### config.mk
export PLATFORM = sky130hd
export DESIGN_NAME = rc_frame_builder_hopper_flat
export DESIGN_NICKNAME = d
export VERILOG_FILES = /design/src/rcfb_pkg.sv /design/src/rcfb_if.sv /design/src/rc_frame_builder_hopper.sv /design/src/rcfb_hop_ctrl.sv /design/src/rcfb_chan_scale.sv /design/src/rcfb_serializer.sv /design/src/flat_wrapper.sv
export SDC_FILE = /design/constraint.sdc
export NUM_CORES = 2
export LEC_CHECK = 0
export ABC_AREA = 1
export ABC_CLOCK_PERIOD_IN_PS = 9820
export BUFFER_PORTS_ARGS = -buffer_cell sky130_fd_sc_hd__buf_2
export CAP_MARGIN = 25
export CORE_MARGIN = 1
export CORE_UTILIZATION = 60
export DETAILED_ROUTE_END_ITERATION = 12
export PLACE_DENSITY = 0.77
export SYNTH_ARGS = -nofsm -noshare
export SYNTH_HDL_FRONTEND = slang
export SYNTH_HIERARCHICAL = 1
export SYNTH_SLANG_ARGS = --single-unit
### constraint.sdc
create_clock -name clk_i -period 9.82 [get_ports clk_i]
set_input_delay 0.982 -clock clk_i [delete_from_list [all_inputs] [get_ports clk_i]]
set_output_delay 0.982 -clock clk_i [all_outputs]
set_load 0.05 [all_outputs]
### src/rcfb_pkg.sv
// Shared constants, hop table and types for the RC frame builder and hopper.
package rcfb_pkg;

  localparam int unsigned ChanMaxDefault = 10000;
  localparam int unsigned FrameLen       = 21;
  localparam int unsigned NumSticks      = 4;
  localparam int unsigned IdxW           = 5;
  localparam int unsigned CfgIdxW        = 3;
  // |stick| * 0x1f1 stays below 2^24 for any 16-bit stick value
  localparam int unsigned MagProdW       = 24;

  localparam logic [IdxW-1:0] LastByteIdx = IdxW'(FrameLen - 1);

  // operation codes
  localparam logic OpStart = 1'b0;
  localparam logic OpTick  = 1'b1;

  // configuration register indexes
  localparam logic [CfgIdxW-1:0] CfgTxId       = 3'd0;
  localparam logic [CfgIdxW-1:0] CfgIdFixed    = 3'd1;
  localparam logic [CfgIdxW-1:0] CfgChansInUse = 3'd2;
  localparam logic [CfgIdxW-1:0] CfgBindFrames = 3'd3;

  localparam logic [3:0]  ChansInUseRst = 4'd8;
  localparam logic [15:0] BindFramesRst = 16'd2500;

  localparam logic [7:0] HdrBind    = 8'hAA;
  localparam logic [7:0] HdrNormal  = 8'h55;
  localparam logic [7:0] BindRfChan = 8'd1;

  localparam logic [8:0]  StickGain = 9'h1f1;
  localparam logic [15:0] ChanBase [NumSticks] = '{16'h05dc, 16'h05f4, 16'h03e8, 16'h05dc};

  // switch bits: aux_4 and aux_7 land in byte 12, aux_5 and aux_6 in byte 10
  localparam logic [7:0] SwAux4 = 8'h20;
  localparam logic [7:0] SwAux5 = 8'h40;
  localparam logic [7:0] SwAux6 = 8'h80;
  localparam logic [7:0] SwAux7 = 8'h10;

  localparam logic [7:0] HopTable [16][16] = '{
    '{8'h0a,8'h5a,8'h14,8'h64,8'h1e,8'h6e,8'h28,8'h78,
      8'h32,8'h82,8'h3c,8'h8c,8'h46,8'h96,8'h50,8'ha0},
    '{8'ha0,8'h50,8'h96,8'h46,8'h8c,8'h3c,8'h82,8'h32,
      8'h78,8'h28,8'h6e,8'h1e,8'h64,8'h14,8'h5a,8'h0a},
    '{8'h0a,8'h5a,8'h50,8'ha0,8'h14,8'h64,8'h46,8'h96,
      8'h1e,8'h6e,8'h3c,8'h8c,8'h28,8'h78,8'h32,8'h82},
    '{8'h82,8'h32,8'h78,8'h28,8'h8c,8'h3c,8'h6e,8'h1e,
      8'h96,8'h46,8'h64,8'h14,8'ha0,8'h50,8'h5a,8'h0a},
    '{8'h28,8'h78,8'h0a,8'h5a,8'h50,8'ha0,8'h14,8'h64,
      8'h1e,8'h6e,8'h3c,8'h8c,8'h32,8'h82,8'h46,8'h96},
    '{8'h96,8'h46,8'h82,8'h32,8'h8c,8'h3c,8'h6e,8'h1e,
      8'h64,8'h14,8'ha0,8'h50,8'h5a,8'h0a,8'h78,8'h28},
    '{8'h50,8'ha0,8'h28,8'h78,8'h0a,8'h5a,8'h1e,8'h6e,
      8'h3c,8'h8c,8'h32,8'h82,8'h46,8'h96,8'h14,8'h64},
    '{8'h64,8'h14,8'h96,8'h46,8'h82,8'h32,8'h8c,8'h3c,
      8'h6e,8'h1e,8'h5a,8'h0a,8'h78,8'h28,8'ha0,8'h50},
    '{8'h50,8'ha0,8'h46,8'h96,8'h3c,8'h8c,8'h28,8'h78,
      8'h0a,8'h5a,8'h32,8'h82,8'h1e,8'h6e,8'h14,8'h64},
    '{8'h64,8'h14,8'h6e,8'h1e,8'h82,8'h32,8'h5a,8'h0a,
      8'h78,8'h28,8'h8c,8'h3c,8'h96,8'h46,8'ha0,8'h50},
    '{8'h46,8'h96,8'h3c,8'h8c,8'h50,8'ha0,8'h28,8'h78,
      8'h0a,8'h5a,8'h1e,8'h6e,8'h32,8'h82,8'h14,8'h64},
    '{8'h64,8'h14,8'h82,8'h32,8'h6e,8'h1e,8'h5a,8'h0a,
      8'h78,8'h28,8'ha0,8'h50,8'h8c,8'h3c,8'h96,8'h46},
    '{8'h46,8'h96,8'h0a,8'h5a,8'h3c,8'h8c,8'h14,8'h64,
      8'h50,8'ha0,8'h28,8'h78,8'h1e,8'h6e,8'h32,8'h82},
    '{8'h82,8'h32,8'h6e,8'h1e,8'h78,8'h28,8'ha0,8'h50,
      8'h64,8'h14,8'h8c,8'h3c,8'h5a,8'h0a,8'h96,8'h46},
    '{8'h46,8'h96,8'h0a,8'h5a,8'h50,8'ha0,8'h3c,8'h8c,
      8'h28,8'h78,8'h1e,8'h6e,8'h32,8'h82,8'h14,8'h64},
    '{8'h64,8'h14,8'h82,8'h32,8'h6e,8'h1e,8'h78,8'h28,
      8'h8c,8'h3c,8'ha0,8'h50,8'h5a,8'h0a,8'h96,8'h46}
  };

  function automatic logic [7:0] hop_lookup(logic [3:0] row, logic [3:0] col);
    return HopTable[row][col];
  endfunction

  typedef struct packed {
    logic       is_bind;
    logic [7:0] rf;
    logic       refresh;
  } hop_info_t;

  typedef struct packed {
    logic adv_s1;
    logic adv_s2;
    logic adv_s3;
  } pipe_adv_t;

  // sideband that travels with a tick through the scaling stages
  typedef struct packed {
    hop_info_t  hop;
    logic [3:0] sw;
  } side_t;

  typedef struct packed {
    hop_info_t                   hop;
    logic [3:0]                  sw;
    logic [NumSticks-1:0][15:0]  chan;
  } frame_t;

endpackage

### src/rcfb_if.sv
// Handshake interfaces for the input, result and configuration channels.
interface rcfb_in_if;
  logic               valid;
  logic               ready;
  logic               operation;
  logic               bind_request;
  logic signed [15:0] stick_0;
  logic signed [15:0] stick_1;
  logic signed [15:0] stick_2;
  logic signed [15:0] stick_3;
  logic signed [15:0] aux_4;
  logic signed [15:0] aux_5;
  logic signed [15:0] aux_6;
  logic signed [15:0] aux_7;

  modport source (
    output valid, operation, bind_request, stick_0, stick_1, stick_2, stick_3,
           aux_4, aux_5, aux_6, aux_7,
    input  ready
  );
  modport sink (
    input  valid, operation, bind_request, stick_0, stick_1, stick_2, stick_3,
           aux_4, aux_5, aux_6, aux_7,
    output ready
  );
endinterface

interface rcfb_out_if;
  logic       valid;
  logic       ready;
  logic [7:0] data_byte;
  logic [4:0] byte_index;
  logic [7:0] rf_channel;
  logic       bind_frame;
  logic       power_refresh;
  logic       last;

  modport source (
    output valid, data_byte, byte_index, rf_channel, bind_frame, power_refresh, last,
    input  ready
  );
  modport sink (
    input  valid, data_byte, byte_index, rf_channel, bind_frame, power_refresh, last,
    output ready
  );
endinterface

interface rcfb_cfg_if;
  logic        valid;
  logic        ready;
  logic [2:0]  index;
  logic [31:0] data;

  modport source (output valid, index, data, input ready);
  modport sink (input valid, index, data, output ready);
endinterface

### src/rc_frame_builder_hopper.sv
// Top level of the RC frame builder and channel hopper.
//
// Channels: in_i takes start and tick items, out_o gives frame bytes, cfg_i
// writes the four registers (tx_id, id_is_fixed, channels_in_use, bind_frames)
// and is always ready. Write the registers only while no item is in flight.
// A start item loads the hop row, offset and bind countdown in the cycle it is
// accepted and gives no output. A tick item gives 21 bytes, one per cycle while
// out_o is ready, each tagged with its index, the RF channel, the bind flag and
// the column-wrap flag; last marks byte 20.
// Path: a tick passes the input register, three scaling stages and the frame
// register before its first byte shows on out_o.
// Frames leave back to back through the byte-wide output port; the scaling
// pipeline holds up to four more ticks behind the frame on the wire, so in_i
// takes up to four ticks back to back while a frame waits or drains.
// A receiver stall holds the current byte and backs the pipeline up; in_i.ready
// drops only once all stages are full.
// Reset clears the hop state, the bind countdown and all valid flags and loads
// the register defaults; no clearing pass is needed.
module rc_frame_builder_hopper #(
  parameter int unsigned CHAN_MAX = rcfb_pkg::ChanMaxDefault
) (
  input  logic       clk_i,
  input  logic       rst_ni,
  rcfb_in_if.sink    in_i,
  rcfb_out_if.source out_o,
  rcfb_cfg_if.sink   cfg_i
);

  // configuration registers
  logic [31:0] tx_id_q;
  logic        id_fixed_q;
  logic [3:0]  chans_q;
  logic [15:0] bind_frames_q;

  assign cfg_i.ready = 1'b1;

  always_ff @(posedge clk_i or negedge rst_ni) begin
    if (!rst_ni) begin
      tx_id_q       <= 32'd0;
      id_fixed_q    <= 1'b0;
      chans_q       <= rcfb_pkg::ChansInUseRst;
      bind_frames_q <= rcfb_pkg::BindFramesRst;
    end else if (cfg_i.valid && cfg_i.ready) begin
      unique case (cfg_i.index)
        rcfb_pkg::CfgTxId:       tx_id_q       <= cfg_i.data;
        rcfb_pkg::CfgIdFixed:    id_fixed_q    <= cfg_i.data[0];
        rcfb_pkg::CfgChansInUse: chans_q       <= cfg_i.data[3:0];
        rcfb_pkg::CfgBindFrames: bind_frames_q <= cfg_i.data[15:0];
        default: ;  // drop writes outside the register list
      endcase
    end
  end

  // pipeline control: each stage advances when it is empty or its successor moves
  logic in_fire;
  logic s0_valid_q, s1_valid_q, s2_valid_q, s3_valid_q;
  logic s0_ready, s1_ready, s2_ready, s3_ready, f_ready;
  logic f_load;
  rcfb_pkg::pipe_adv_t adv;

  assign s3_ready = !s3_valid_q || f_ready;
  assign s2_ready = !s2_valid_q || s3_ready;
  assign s1_ready = !s1_valid_q || s2_ready;
  assign s0_ready = !s0_valid_q || s1_ready;
  assign f_load   = s3_valid_q && f_ready;

  assign in_i.ready = s0_ready;
  assign in_fire    = in_i.valid && in_i.ready;

  assign adv.adv_s1 = s1_ready;
  assign adv.adv_s2 = s2_ready;
  assign adv.adv_s3 = s3_ready;

  always_ff @(posedge clk_i or negedge rst_ni) begin
    if (!rst_ni) begin
      s0_valid_q <= 1'b0;
      s1_valid_q <= 1'b0;
      s2_valid_q <= 1'b0;
      s3_valid_q <= 1'b0;
    end else begin
      // start items stop at the hop state and leave a bubble
      if (s0_ready) s0_valid_q <= in_fire && (in_i.operation == rcfb_pkg::OpTick);
      if (s1_ready) s1_valid_q <= s0_valid_q;
      if (s2_ready) s2_valid_q <= s1_valid_q;
      if (s3_ready) s3_valid_q <= s2_valid_q;
    end
  end

  // hop state: a tick takes its RF channel and flags at acceptance
  rcfb_pkg::hop_info_t hop_now;

  rcfb_hop_ctrl u_hop_ctrl (
    .clk_i         (clk_i),
    .rst_ni        (rst_ni),
    .fire_i        (in_fire),
    .op_i          (in_i.operation),
    .bind_req_i    (in_i.bind_request),
    .tx_id_lo_i    (tx_id_q[7:0]),
    .id_fixed_i    (id_fixed_q),
    .bind_frames_i (bind_frames_q),
    .hop_o         (hop_now)
  );

  // input register
  logic [rcfb_pkg::NumSticks-1:0][15:0] in_sticks;
  logic [rcfb_pkg::NumSticks-1:0][15:0] s0_stick_q;
  logic [3:0]                           in_sw;
  rcfb_pkg::side_t                      s0_side_d, s0_side_q, s1_side_q, s2_side_q, s3_side_q;

  assign in_sticks = {in_i.stick_3, in_i.stick_2, in_i.stick_1, in_i.stick_0};
  // a switch counts as on when strictly positive
  assign in_sw[0] = !in_i.aux_4[15] && (in_i.aux_4 != 16'sd0);
  assign in_sw[1] = !in_i.aux_5[15] && (in_i.aux_5 != 16'sd0);
  assign in_sw[2] = !in_i.aux_6[15] && (in_i.aux_6 != 16'sd0);
  assign in_sw[3] = !in_i.aux_7[15] && (in_i.aux_7 != 16'sd0);

  assign s0_side_d.hop = hop_now;
  assign s0_side_d.sw  = in_sw;

  always_ff @(posedge clk_i) begin
    if (s0_ready) begin
      s0_stick_q <= in_sticks;
      s0_side_q  <= s0_side_d;
    end
    if (s1_ready) s1_side_q <= s0_side_q;
    if (s2_ready) s2_side_q <= s1_side_q;
    if (s3_ready) s3_side_q <= s2_side_q;
  end

  // scaling lanes, one per stick
  logic [rcfb_pkg::NumSticks-1:0][15:0] scaled;
  logic [rcfb_pkg::NumSticks-1:0][15:0] masked;

  for (genvar i = 0; i < rcfb_pkg::NumSticks; i++) begin : g_lane
    rcfb_chan_scale #(
      .CHAN_MAX (CHAN_MAX),
      .Base     (rcfb_pkg::ChanBase[i])
    ) u_scale (
      .clk_i   (clk_i),
      .adv_i   (adv),
      .stick_i (s0_stick_q[i]),
      .value_o (scaled[i])
    );
    // indices above channels_in_use send zero
    assign masked[i] = (4'(i) <= chans_q) ? scaled[i] : 16'd0;
  end

  rcfb_pkg::frame_t frame_d;

  always_comb begin
    frame_d.hop  = s3_side_q.hop;
    frame_d.sw   = s3_side_q.sw;
    frame_d.chan = masked;
  end

  rcfb_serializer u_serializer (
    .clk_i   (clk_i),
    .rst_ni  (rst_ni),
    .load_i  (f_load),
    .frame_i (frame_d),
    .tx_id_i (tx_id_q),
    .ready_o (f_ready),
    .out_o   (out_o)
  );

  // bind frames ride the fixed bind channel and never flag a column wrap
  assert property (@(posedge clk_i) disable iff (!rst_ni)
    out_o.valid && out_o.bind_frame |->
      (out_o.rf_channel == rcfb_pkg::BindRfChan) && !out_o.power_refresh)
    else $error("bind frame on wrong channel or with refresh");

  // within a frame the next byte follows directly
  assert property (@(posedge clk_i) disable iff (!rst_ni)
    out_o.valid && out_o.ready && !out_o.last |=>
      out_o.valid && (out_o.byte_index == $past(out_o.byte_index) + 5'd1))
    else $error("frame byte sequence broken");

  // input backs up only when every stage holds a tick
  assert property (@(posedge clk_i) disable iff (!rst_ni)
    !in_i.ready |->
      s0_valid_q && s1_valid_q && s2_valid_q && s3_valid_q && out_o.valid)
    else $error("input stalled with a free stage");

endmodule

### src/rcfb_hop_ctrl.sv
// Hop row, column, offset and bind countdown state, updated once per accepted item.
module rcfb_hop_ctrl (
  input  logic                  clk_i,
  input  logic                  rst_ni,
  input  logic                  fire_i,
  input  logic                  op_i,
  input  logic                  bind_req_i,
  input  logic [7:0]            tx_id_lo_i,
  input  logic                  id_fixed_i,
  input  logic [15:0]           bind_frames_i,
  output rcfb_pkg::hop_info_t   hop_o
);

  logic [3:0]  row_q, row_d;
  logic [3:0]  col_q, col_d;
  logic [3:0]  offset_q, offset_d;
  logic [15:0] bind_left_q, bind_left_d;
  logic        is_bind;

  assign is_bind = bind_left_q != 16'd0;

  always_comb begin
    hop_o.is_bind = is_bind;
    hop_o.rf      = is_bind ? rcfb_pkg::BindRfChan
                            : rcfb_pkg::hop_lookup(row_q, col_q) - {4'd0, offset_q};
    // column wraps to zero after this frame
    hop_o.refresh = !is_bind && (col_q == 4'hf);

    row_d       = row_q;
    col_d       = col_q;
    offset_d    = offset_q;
    bind_left_d = bind_left_q;
    if (fire_i) begin
      if (op_i == rcfb_pkg::OpStart) begin
        row_d       = tx_id_lo_i[3:0];
        col_d       = 4'd0;
        offset_d    = tx_id_lo_i[7:4];
        bind_left_d = (bind_req_i || !id_fixed_i) ? bind_frames_i : 16'd0;
      end else if (is_bind) begin
        bind_left_d = bind_left_q - 16'd1;
      end else begin
        col_d = col_q + 4'd1;
      end
    end
  end

  always_ff @(posedge clk_i or negedge rst_ni) begin
    if (!rst_ni) begin
      row_q       <= 4'd0;
      col_q       <= 4'd0;
      offset_q    <= 4'd0;
      bind_left_q <= 16'd0;
    end else begin
      row_q       <= row_d;
      col_q       <= col_d;
      offset_q    <= offset_d;
      bind_left_q <= bind_left_d;
    end
  end

endmodule

### src/rcfb_chan_scale.sv
// One stick channel: scale by 0x1f1/CHAN_MAX toward zero, add base, clamp at zero.
module rcfb_chan_scale #(
  parameter int unsigned CHAN_MAX = rcfb_pkg::ChanMaxDefault,
  parameter logic [15:0] Base     = 16'h05dc
) (
  input  logic                 clk_i,
  input  rcfb_pkg::pipe_adv_t  adv_i,
  input  logic signed [15:0]   stick_i,
  output logic [15:0]          value_o
);

  localparam int unsigned XW = rcfb_pkg::MagProdW;
  localparam int unsigned Sh = XW;
  localparam int unsigned MW = Sh + 1;
  localparam int unsigned VW = XW + 2;
  // floor(2^Sh / CHAN_MAX): the estimate is the quotient or one below it
  localparam logic [MW-1:0] Recip   = MW'((64'd1 << Sh) / 64'(CHAN_MAX));
  localparam logic [XW-1:0] Divisor = XW'(CHAN_MAX);

  logic [15:0]        mag;
  logic [XW-1:0]      x_s1_d, x_s1_q, x_s2_q, x_s3_q;
  logic               neg_s1_q, neg_s2_q, neg_s3_q;
  logic [XW+MW-1:0]   recip_prod;
  logic [XW-1:0]      q0_s2_q, q0_s3_q;
  logic [2*XW-1:0]    back_prod;
  logic [XW-1:0]      pc_s3_q;
  logic [XW-1:0]      rem;
  logic [XW-1:0]      quot;
  logic signed [VW-1:0] mag_v, signed_v, sum_v;

  assign mag        = stick_i[15] ? (~$unsigned(stick_i) + 16'd1) : $unsigned(stick_i);
  assign x_s1_d     = XW'({9'd0, mag} * {16'd0, rcfb_pkg::StickGain});
  assign recip_prod = (XW+MW)'(x_s1_q) * (XW+MW)'(Recip);
  assign back_prod  = (2*XW)'(q0_s2_q) * (2*XW)'(Divisor);

  always_ff @(posedge clk_i) begin
    if (adv_i.adv_s1) begin
      x_s1_q   <= x_s1_d;
      neg_s1_q <= stick_i[15];
    end
    if (adv_i.adv_s2) begin
      x_s2_q   <= x_s1_q;
      q0_s2_q  <= recip_prod[Sh +: XW];
      neg_s2_q <= neg_s1_q;
    end
    if (adv_i.adv_s3) begin
      x_s3_q   <= x_s2_q;
      q0_s3_q  <= q0_s2_q;
      pc_s3_q  <= back_prod[XW-1:0];
      neg_s3_q <= neg_s2_q;
    end
  end

  // correct the estimate by one where the remainder reaches the divisor
  assign rem      = x_s3_q - pc_s3_q;
  assign quot     = q0_s3_q + XW'(rem >= Divisor);
  assign mag_v    = $signed({2'b00, quot});
  assign signed_v = neg_s3_q ? -mag_v : mag_v;
  assign sum_v    = signed_v + $signed({{(VW-16){1'b0}}, Base});
  assign value_o  = sum_v[VW-1] ? 16'd0 : sum_v[15:0];

endmodule

### src/rcfb_serializer.sv
// Frame register and byte counter that send one 21-byte frame a byte at a time.
module rcfb_serializer (
  input  logic              clk_i,
  input  logic              rst_ni,
  input  logic              load_i,
  input  rcfb_pkg::frame_t  frame_i,
  input  logic [31:0]       tx_id_i,
  output logic              ready_o,
  rcfb_out_if.source        out_o
);

  logic                      valid_q;
  logic [rcfb_pkg::IdxW-1:0] idx_q;
  rcfb_pkg::frame_t          frame_q;
  logic                      fire;
  logic                      last;
  logic [7:0]                byte_val;

  assign fire    = out_o.valid && out_o.ready;
  assign last    = idx_q == rcfb_pkg::LastByteIdx;
  assign ready_o = !valid_q || (fire && last);

  always_ff @(posedge clk_i or negedge rst_ni) begin
    if (!rst_ni) begin
      valid_q <= 1'b0;
      idx_q   <= '0;
    end else begin
      if (load_i) begin
        valid_q <= 1'b1;
      end else if (fire && last) begin
        valid_q <= 1'b0;
      end
      if (fire) begin
        idx_q <= last ? '0 : idx_q + 5'd1;
      end
    end
  end

  always_ff @(posedge clk_i) begin
    if (load_i) begin
      frame_q <= frame_i;
    end
  end

  always_comb begin
    case (idx_q)
      5'd0:    byte_val = frame_q.hop.is_bind ? rcfb_pkg::HdrBind : rcfb_pkg::HdrNormal;
      5'd1:    byte_val = tx_id_i[7:0];
      5'd2:    byte_val = tx_id_i[15:8];
      5'd3:    byte_val = tx_id_i[23:16];
      5'd4:    byte_val = tx_id_i[31:24];
      5'd5:    byte_val = frame_q.chan[0][7:0];
      5'd6:    byte_val = frame_q.chan[0][15:8];
      5'd7:    byte_val = frame_q.chan[1][7:0];
      5'd8:    byte_val = frame_q.chan[1][15:8];
      5'd9:    byte_val = frame_q.chan[2][7:0];
      5'd10:   byte_val = frame_q.chan[2][15:8]
                          | (frame_q.sw[1] ? rcfb_pkg::SwAux5 : 8'h00)
                          | (frame_q.sw[2] ? rcfb_pkg::SwAux6 : 8'h00);
      5'd11:   byte_val = frame_q.chan[3][7:0];
      5'd12:   byte_val = frame_q.chan[3][15:8]
                          | (frame_q.sw[0] ? rcfb_pkg::SwAux4 : 8'h00)
                          | (frame_q.sw[3] ? rcfb_pkg::SwAux7 : 8'h00);
      default: byte_val = 8'h00;
    endcase
  end

  assign out_o.valid         = valid_q;
  assign out_o.data_byte     = byte_val;
  assign out_o.byte_index    = idx_q;
  assign out_o.rf_channel    = frame_q.hop.rf;
  assign out_o.bind_frame    = frame_q.hop.is_bind;
  assign out_o.power_refresh = frame_q.hop.refresh;
  assign out_o.last          = last;

endmodule

### src/flat_wrapper.sv
// flat-port wrapper written by rule: the top's interface ports become plain ports
module rc_frame_builder_hopper_flat 
#(
  parameter int unsigned CHAN_MAX = rcfb_pkg::ChanMaxDefault
)
  (clk_i, rst_ni, in_i_valid, in_i_operation, in_i_bind_request, in_i_stick_0, in_i_stick_1, in_i_stick_2, in_i_stick_3, in_i_aux_4, in_i_aux_5, in_i_aux_6, in_i_aux_7, in_i_ready, out_o_valid, out_o_data_byte, out_o_byte_index, out_o_rf_channel, out_o_bind_frame, out_o_power_refresh, out_o_last, out_o_ready, cfg_i_valid, cfg_i_index, cfg_i_data, cfg_i_ready);
  rcfb_in_if in_i_i ();
  rcfb_out_if out_o_i ();
  rcfb_cfg_if cfg_i_i ();
  input  logic clk_i;
  input  logic rst_ni;
  input wire logic [$bits(in_i_i.valid)-1:0] in_i_valid;
  input wire logic [$bits(in_i_i.operation)-1:0] in_i_operation;
  input wire logic [$bits(in_i_i.bind_request)-1:0] in_i_bind_request;
  input wire logic [$bits(in_i_i.stick_0)-1:0] in_i_stick_0;
  input wire logic [$bits(in_i_i.stick_1)-1:0] in_i_stick_1;
  input wire logic [$bits(in_i_i.stick_2)-1:0] in_i_stick_2;
  input wire logic [$bits(in_i_i.stick_3)-1:0] in_i_stick_3;
  input wire logic [$bits(in_i_i.aux_4)-1:0] in_i_aux_4;
  input wire logic [$bits(in_i_i.aux_5)-1:0] in_i_aux_5;
  input wire logic [$bits(in_i_i.aux_6)-1:0] in_i_aux_6;
  input wire logic [$bits(in_i_i.aux_7)-1:0] in_i_aux_7;
  output wire logic [$bits(in_i_i.ready)-1:0] in_i_ready;
  output wire logic [$bits(out_o_i.valid)-1:0] out_o_valid;
  output wire logic [$bits(out_o_i.data_byte)-1:0] out_o_data_byte;
  output wire logic [$bits(out_o_i.byte_index)-1:0] out_o_byte_index;
  output wire logic [$bits(out_o_i.rf_channel)-1:0] out_o_rf_channel;
  output wire logic [$bits(out_o_i.bind_frame)-1:0] out_o_bind_frame;
  output wire logic [$bits(out_o_i.power_refresh)-1:0] out_o_power_refresh;
  output wire logic [$bits(out_o_i.last)-1:0] out_o_last;
  input wire logic [$bits(out_o_i.ready)-1:0] out_o_ready;
  input wire logic [$bits(cfg_i_i.valid)-1:0] cfg_i_valid;
  input wire logic [$bits(cfg_i_i.index)-1:0] cfg_i_index;
  input wire logic [$bits(cfg_i_i.data)-1:0] cfg_i_data;
  output wire logic [$bits(cfg_i_i.ready)-1:0] cfg_i_ready;
  assign in_i_i.valid = in_i_valid;
  assign in_i_i.operation = in_i_operation;
  assign in_i_i.bind_request = in_i_bind_request;
  assign in_i_i.stick_0 = in_i_stick_0;
  assign in_i_i.stick_1 = in_i_stick_1;
  assign in_i_i.stick_2 = in_i_stick_2;
  assign in_i_i.stick_3 = in_i_stick_3;
  assign in_i_i.aux_4 = in_i_aux_4;
  assign in_i_i.aux_5 = in_i_aux_5;
  assign in_i_i.aux_6 = in_i_aux_6;
  assign in_i_i.aux_7 = in_i_aux_7;
  assign in_i_ready = in_i_i.ready;
  assign out_o_valid = out_o_i.valid;
  assign out_o_data_byte = out_o_i.data_byte;
  assign out_o_byte_index = out_o_i.byte_index;
  assign out_o_rf_channel = out_o_i.rf_channel;
  assign out_o_bind_frame = out_o_i.bind_frame;
  assign out_o_power_refresh = out_o_i.power_refresh;
  assign out_o_last = out_o_i.last;
  assign out_o_i.ready = out_o_ready;
  assign cfg_i_i.valid = cfg_i_valid;
  assign cfg_i_i.index = cfg_i_index;
  assign cfg_i_i.data = cfg_i_data;
  assign cfg_i_ready = cfg_i_i.ready;
  rc_frame_builder_hopper #(.CHAN_MAX(CHAN_MAX)) u_core (.clk_i(clk_i), .rst_ni(rst_ni), .in_i(in_i_i), .out_o(out_o_i), .cfg_i(cfg_i_i));
endmodule
=== Word-level counts from Yosys, hierarchy flattened ===
Memory sizes are Yosys's and may differ from the RTL's.
Index checks and enable logic that the tools add are counted.

* Add/subtract/negate cells: 24
* Multiply operators: 12
* Divide/modulo/power cells: 0
* $lt $le $gt $ge: 10
* Equal/unequal tests: 19
* Shift operators: 0
* Mux-type cells: 27
* Bitwise logic cells: 15
* Reductions and logical operators: 46

{| class="wikitable"
|+ Operators with widths
! kind !! count
|-
| 128-bit two-way mux || 2
|-
| 24-bit by 11-bit multiplier with 35-bit output (second input constant) || 4
|-
| 16-bit two-way mux || 7
|-
| 26-bit two-way mux || 4
|-
| 12-bit negator with 26-bit output || 4
|-
| 8-bit case mux with 13 select lines || 1
|-
| 24-bit by 14-bit >= comparator with 1-bit output (second input constant) || 4
|-
| 16-bit by 9-bit multiplier with 24-bit output (second input constant) || 4
|-
| 24-bit subtractor || 4
|-
| 11-bit by 10-bit multiplier with 20-bit output (second input constant) || 4
|-
| 16-bit nonzero test || 5
|-
| 26-bit by 12-bit adder with 26-bit output (second input constant) || 3
|-
| 16-bit by 1-bit adder with 16-bit output (second input constant) || 4
|-
| 16-bit NOT || 4
|-
| 11-bit by 1-bit adder with 12-bit output || 4
|-
| 8-bit binary-select mux with 4-bit select || 1
|-
| 8-bit two-way mux || 4
|-
| 26-bit by 11-bit adder with 26-bit output (second input constant) || 1
|-
| 5-bit by 4-bit equality test with 1-bit output (second input constant) || 5
|-
| 5-bit by 3-bit equality test with 1-bit output (second input constant) || 4
|-
| 16-bit by 1-bit subtractor with 16-bit output (second input constant) || 1
|-
| 2-bit AND reduction || 7
|-
| 1-bit zero test || 11
|-
| 5-bit by 2-bit equality test with 1-bit output (second input constant) || 2
|-
| 30 further kinds || 59
|}

* Register bits: 757
* Bits in latches: 0
* Bits in writable memories: 0
* Bits in read-only memories: 2,048
* Logic and storage cells: 232
* Memories kept: 1

{| class="wikitable"
|+ Memory list
! name !! words !! width !! read ports !! clocked after Yosys merged registers in !! wr ports !! line !! text
|-
| (no name shown) || 16 || 128 || 1 || 0 || 0 || rcfb_pkg.sv:76 || <nowiki>return HopTable[row][col];</nowiki>
|}

=== Logic depth before layout (Yosys ltp) ===
* Depth in word-level cells: 9
* Depth in mapped cells: 42
* Gate-level depth less buffers: 41

=== Hierarchy ===
The synthesis kept the hierarchy.

{| class="wikitable"
|+ Modules (own cells, without submodules)
! module !! instances !! cells each !! area each (sq um) !! sequential area each (sq um)
|-
| rcfb_chan_scale (u_core.g_lane[1].u_scale) || 1 || 1,555 || 14,360.0 || 3,153.0
|-
| rcfb_chan_scale (u_core.g_lane[2].u_scale) || 1 || 1,545 || 14,353.8 || 3,153.0
|-
| rcfb_chan_scale (u_core.g_lane[0].u_scale) || 1 || 1,541 || 14,282.4 || 3,153.0
|-
| rcfb_chan_scale (u_core.g_lane[3].u_scale) || 1 || 1,534 || 14,266.2 || 3,153.0
|-
| rc_frame_builder_hopper || 1 || 517 || 6,446.2 || 5,037.3
|-
| rcfb_hop_ctrl || 1 || 640 || 3,804.9 || 700.7
|-
| rcfb_serializer || 1 || 366 || 3,783.6 || 2,492.4
|}

=== Worst setup path before layout ===
Ideal clock, no wire load.

* Kind: register to output
* Start point: reg u_core.u_serializer.idx_q, in the netlist u_core/u_serializer/out_o.byte_index[0]
* End point: out in_i_ready
* Data arrival time: 7,090 ps
* Data required time: 8,838 ps
* Slack: 1,748 ps
* Stages on the path, launching flop included: 11
* Path through: dfrtp_1 > inv_1 > ha_1 > nand3_1 > inv_1 > nand2_1 > nand2_1 > inv_1 > nand4_1 > nor2_1 > inv_1

* Longest elaborated chain between the ends: 7

{| class="wikitable"
|+ Ends and longest elaborated chain
! item !! line !! text
|-
| from (decl) || rcfb_serializer.sv:13 || <nowiki>logic [rcfb_pkg::IdxW-1:0] idx_q;</nowiki>
|-
| from (signal assigned) || rcfb_serializer.sv:34 || <nowiki>idx_q <= last ? '0 : idx_q + 5'd1;</nowiki>
|-
| 5-bit equality test || rcfb_serializer.sv:20 || <nowiki>assign last = idx_q == rcfb_pkg::LastByteIdx;</nowiki>
|-
| named net out_o_last || flat_wrapper.sv:30 || <nowiki>output wire logic [$bits(out_o_i.last)-1:0] out_o_last;</nowiki>
|-
| 1-bit logical AND || rcfb_serializer.sv:21 || <nowiki>assign ready_o = !valid_q || (fire && last);</nowiki>
|-
| 1-bit logical OR || rcfb_serializer.sv:21 ||
|-
| named net u_core.f_ready || rc_frame_builder_hopper.sv:57 || <nowiki>logic s0_ready, s1_ready, s2_ready, s3_ready, f_ready;</nowiki>
|-
| 1-bit logical OR || rc_frame_builder_hopper.sv:61 || <nowiki>assign s3_ready = !s3_valid_q || f_ready;</nowiki>
|-
| 1-bit logical OR || rc_frame_builder_hopper.sv:62 || <nowiki>assign s2_ready = !s2_valid_q || s3_ready;</nowiki>
|-
| 1-bit logical OR || rc_frame_builder_hopper.sv:63 || <nowiki>assign s1_ready = !s1_valid_q || s2_ready;</nowiki>
|-
| named net u_core.s1_ready || rc_frame_builder_hopper.sv:57 ||
|-
| 1-bit logical OR || rc_frame_builder_hopper.sv:64 || <nowiki>assign s0_ready = !s0_valid_q || s1_ready;</nowiki>
|-
| to (decl) || flat_wrapper.sv:23 || <nowiki>output wire logic [$bits(in_i_i.ready)-1:0] in_i_ready;</nowiki>
|}

The timed path passes the listed nets, and every way through them passes these cells.

=== Worst setup path after layout ===
* Start point: reg u_core/s0_stick_q[0] (netlist bit)
* End point: reg u_core.g_lane[0].u_scale.x_s1_q[23] (data pin)

* Longest elaborated chain between the ends: 4

{| class="wikitable"
|+ Ends and longest elaborated chain
! item !! line !! text
|-
| from (decl) || rc_frame_builder_hopper.sv:106 || <nowiki>logic [rcfb_pkg::NumSticks-1:0][15:0] s0_stick_q;</nowiki>
|-
| from (signal assigned) || rc_frame_builder_hopper.sv:122 || <nowiki>s0_stick_q <= in_sticks;</nowiki>
|-
| 16-bit NOT || rcfb_chan_scale.sv:31 || <nowiki>assign mag = stick_i[15] ? (~$unsigned(stick_i) + 16'd1) : $unsigned(stick_i);</nowiki>
|-
| 16-bit by 1-bit adder with 16-bit output || rcfb_chan_scale.sv:31 ||
|-
| 16-bit two-way mux * || rcfb_chan_scale.sv:31 ||
|-
| 16-bit by 9-bit multiplier with 24-bit output * || rcfb_chan_scale.sv:32 || <nowiki>assign x_s1_d = XW'({9'd0, mag} * {16'd0, rcfb_pkg::StickGain});</nowiki>
|-
| named net u_core.g_lane[0].u_scale.x_s1_d[23] || rcfb_chan_scale.sv:21 || <nowiki>logic [XW-1:0] x_s1_d, x_s1_q, x_s2_q, x_s3_q;</nowiki>
|-
| to (signal assigned) || rcfb_chan_scale.sv:38 || <nowiki>x_s1_q <= x_s1_d;</nowiki>
|-
| to (decl) || rcfb_chan_scale.sv:21 ||
|}

Mark *: on every way through the listed nets, which the timed path passes. The rest lies on a longest branch.
A chain may end at the register's enable or synchronous reset.

==> results.json <==
{
  "result_of_the_run": "finished, final reports clean",
  "critPathCaptureType": "register",
  "final_slew_violations": 0,
  "place.gp.congestion": 0.953,
  "grt_start_max_net_pins": 80,
  "mostFrequentLayoutCell": "inv_1",
  "cts_tree": "yes",
  "setup_viol": 0,
  "yosys.cell_types.count": 71,
  "die_width_um": 347,
  "synth_enable_flop_cells": 618,
  "route.detailed.vias_per_inst": 5.43,
  "post_cts.repair.setup_buffers": 0,
  "die_h_um": 347,
  "post_route_cells_drive_above_1_share_pct": 7.07,
  "fin_worst_hold_slack_ps": 246,
  "num_rows": 126,
  "cp_top_family": "adder cells",
  "ys_ff_latch": 709,
  "synth_cells": 7698,
  "finalNonFillerCells": 9513,
  "htree_num_levels": 3,
  "setup.worst_path.class": "register to register",
  "cell_mode_on_critical_path": "inv_1",
  "multi_input_area_sq_mm": 0.0437,
  "buffers_on_ports": 195,
  "placed_cell_area_sq_mm": 0.0738,
  "route.detailed.wl_per_inst_um": 16.2,
  "slew_headroom_pct": 28.4,
  "cell_with_the_largest_stage_delay_on_the_worst_path": "xor2_1",
  "ios": 197,
  "ys.flop_type": "edfxtp_1",
  "drv_cap": 0,
  "syn_area_sq_mm": 0.0713,
  "ff_latch_area_sq_mm": 0.0208,
  "drt_iter0_markers": 3125,
  "crit_path_max_fanout": 7,
  "drtPass1Iterations": 6,
  "final.min_clock_period_ps": 5910,
  "max_slew.worst_pin.slew_ps": 1070,
  "summed_negative_setup_slack_over_all_endpoints_ps": 0,
  "sequential_fraction_of_the_synthesis_area_pct": 29.2,
  "cp_num_buf_inv": 4,
  "first_global_vias": 53200,
  "crit_path_cell_trace": "inv_1 > ha_1 > inv_1 > nor3_1 > nand3_1 > o21ai_0 > nand2_1 > a21oi_1 > xor2_1 > inv_1 > fa_1 > inv_1 > fa_1 > fa_1 > ha_1 > ha_1 > nand2_1 > nor4_1 > nand4_1 > nand3_1 > xor2_1",
  "die-area_sq_mm": 0.120,
  "wire_length_reported_by_the_detailed_router_um": 154000,
  "worstHoldPathType": "input port to asynchronous set/reset pin",
  "syn_to_final_growth_pct": 7.61,
  "synthesis.yosys.warnings": 6,
  "cp_slowest_stage_delay_ps": 600,
  "fillCellCount": 9391,
  "coreArea_sq_mm": 0.118,
  "clock_insertion_delay_worst_skew_ps": 680,
  "asr_flop_ratio_synth_pct": 12.8,
  "numClockSinks": 709,
  "placed_cells_incl_taps": 9354,
  "clk_pin_slew_ps": 60,
  "per_instance_average_area_after_synthesis_sq_um": 9.26,
  "global_route_wire_length_before_repair_um": 257000,
  "worstPathArrival_ps": 6330,
  "route.antenna.remaining_nets": 0,
  "cts_buffers": 84,
  "grt_antenna_before_repair": 2,
  "track_usage_pct": 26.1,
  "postLayoutCellArea_sq_mm": 0.0767,
  "skew_ps": 27.8,
  "holdBufCountCts": 0,
  "clock-root-buffer": "clkbuf_16",
  "crit_path_start_kind": "register",
  "ctsResizeCount": 0,
  "ctsLongestPathBuffers": 3,
  "fin_crit_sh_pct": 60.2,
  "worst_ep_required_time_ps": 10240,
  "report.final.hold_viol_count": 0,
  "overflow": 0,
  "post-route-drc-count": 0,
  "detailed_place_hpwl_um": 125000,
  "start_util_pct": 60.5,
  "rsz_0062_raised_after_global_routing": "false",
  "fmaxAchievable_mhz": 169,
  "vias": 51700,
  "total_number_of_nets_in_the_final_design": 9753,
  "commonest_cells_after_routing_fill_and_taps_aside": "1618 x inv_1, 1196 x nand2_1, 1077 x ha_1"
}
cell families (layout without fill, tap and decap cells):
kind of cell             count (synthesis)  in the layout  synth area share [%]
buffers and inverters                 1739           2013                  9.49
AND/OR/NAND/NOR                       2387           2387                  14.7
XOR/XNOR                               325            325                  4.07
adder cells (fa/ha/maj)               1678           1678                  35.8
flip-flops                             709            709                  29.2
other                                    5             10                0.0263
AO/OA/AOI/OAI                          855            855                  6.66
worst reg2reg max path: stages (launching register included):
cell and delay (ps):
edfxtp_1 520, inv_1 100, ha_1 140, inv_1 50, nor3_1 170, nand3_1 120, o21ai_0 350, nand2_1 170
a21oi_1 200, xor2_1 600, inv_1 190, fa_1 520, inv_1 50, fa_1 480, fa_1 490, ha_1 310
ha_1 360, nand2_1 100, nor4_1 400, nand4_1 130, nand3_1 130, xor2_1 60
metrics by stage:
step | setup WS, ps | utilization, %
2_1_floorplan | 1750 | -
3_3_place_gp | 4190 | 62.5
3_5_place_dp | 3960 | 62.6
4_1_cts | 3940 | 65.0
5_1_grt | 3340 | 65.1
6_report | 3910 | 65.1
cell type report:
type | count | share of cell area (%)
clock buffers | 95 | 2.88
flip-flops and latches | 709 | 27.2
clock inverters | 62 | 0.890
repair buffers | 213 | 1.52
diodes | 1 | 0.00326
inverters | 1643 | 8.05
well taps | 1536 | 2.50
multi-input cells | 5254 | 57.0
sequential cells by signal, summed over array words and instances, names as in the netlist, 4 cells and up:
name	count
u_core/u_hop_ctrl/bind_left_q	16
u_core/s0_side_q	14
u_core/g_lane.u_scale/x_s2_q	80
u_core/g_lane.u_scale/q0_s2_q	44
u_core/g_lane.u_scale/x_s3_q	80
u_core/g_lane.u_scale/neg_s3_q	4
u_core/bind_frames_q	16
u_core/g_lane.u_scale/pc_s3_q	80
u_core/tx_id_q	32
u_core/frame_d	14
u_core/g_lane.u_scale/neg_s2_q	4
u_core/s2_side_q	14
u_core/g_lane.u_scale/neg_s1_q	4
u_core/s0_stick_q	64
u_core/g_lane.u_scale/q0_s3_q	28
u_core/s1_side_q	14
u_core/u_hop_ctrl/offset_q	4
u_core/g_lane.u_scale/x_s1_q	96
u_core/u_serializer/out_o.byte_index	5
u_core/chans_q	4
u_core/u_hop_ctrl/col_q	4
u_core/u_hop_ctrl/row_q	4
u_core/u_serializer/frame_q	68
u_core/u_serializer/out_o.rf_channel	8
worst paths after layout:
check                                     start                                   to  slack [ps]  depth (start not counted)
min reg2reg                  u_core/frame_d[66]      u_core/u_serializer/frame_q[66]         420                          0
max reg2reg                u_core/s0_stick_q[0]  u_core/g_lane[0].u_scale/x_s1_q[23]        3910                         21
max                        u_core/s0_stick_q[0]  u_core/g_lane[0].u_scale/x_s1_q[23]        3910                         21
min in group clk_i           u_core/frame_d[66]      u_core/u_serializer/frame_q[66]         420                          0
min                                      rst_ni     u_core/u_hop_ctrl/bind_left_q[4]         250                          1
max in group asynchronous                rst_ni           u_core/u_hop_ctrl/row_q[3]        8440                          2
layer usage:
metal | track usage [%] | vias up | wire length (um)
li1 | - | 25400 | -
met1 | 34.4 | 24700 | 67900
met2 | 45.3 | 1307 | 74700
met3 | 3.42 | 231 | 7720
met4 | 6.86 | 2 | 3590
met5 | 0 | - | 13
Yosys cell counts, types with 6 or more instances:
cell type	instances	share of area [%]
a211oi_1	10	0.11
xor2_1	222	2.7
fa_1	601	17
dfstp_2	6	0.22
a221oi_1	6	0.074
nor2_2	67	0.59
nand2_1	1197	6.3
nor3_1	74	0.52
nand2_2	46	0.40
xnor2_1	97	1.2
buf_4	27	0.28
buf_6	9	0.14
nor4_1	9	0.079
inv_1	1621	8.5
o21a_1	13	0.14
o2111ai_1	6	0.074
clkbuf_1	24	0.13
ha_1	1077	19
nand3b_1	17	0.18
o211ai_1	28	0.29
o21ai_1	16	0.11
nand4_1	80	0.70
nand3_2	16	0.22
a21boi_0	6	0.063
o31ai_1	17	0.18
a21o_1	25	0.26
buf_2	29	0.20
edfxtp_1	618	26
inv_2	19	0.10
o21bai_1	19	0.20
o22ai_1	6	0.053
a31oi_1	37	0.32
dfrtp_1	85	3.0
nor2_4	9	0.14
o21ai_0	287	2.0
a21oi_1	364	2.6
nand3_1	419	2.9
or2_2	16	0.14
nor2_1	414	2.2
Power is not shown: default switching activity piles up to over one toggle a cycle in this logic, so the estimate is an artifact.
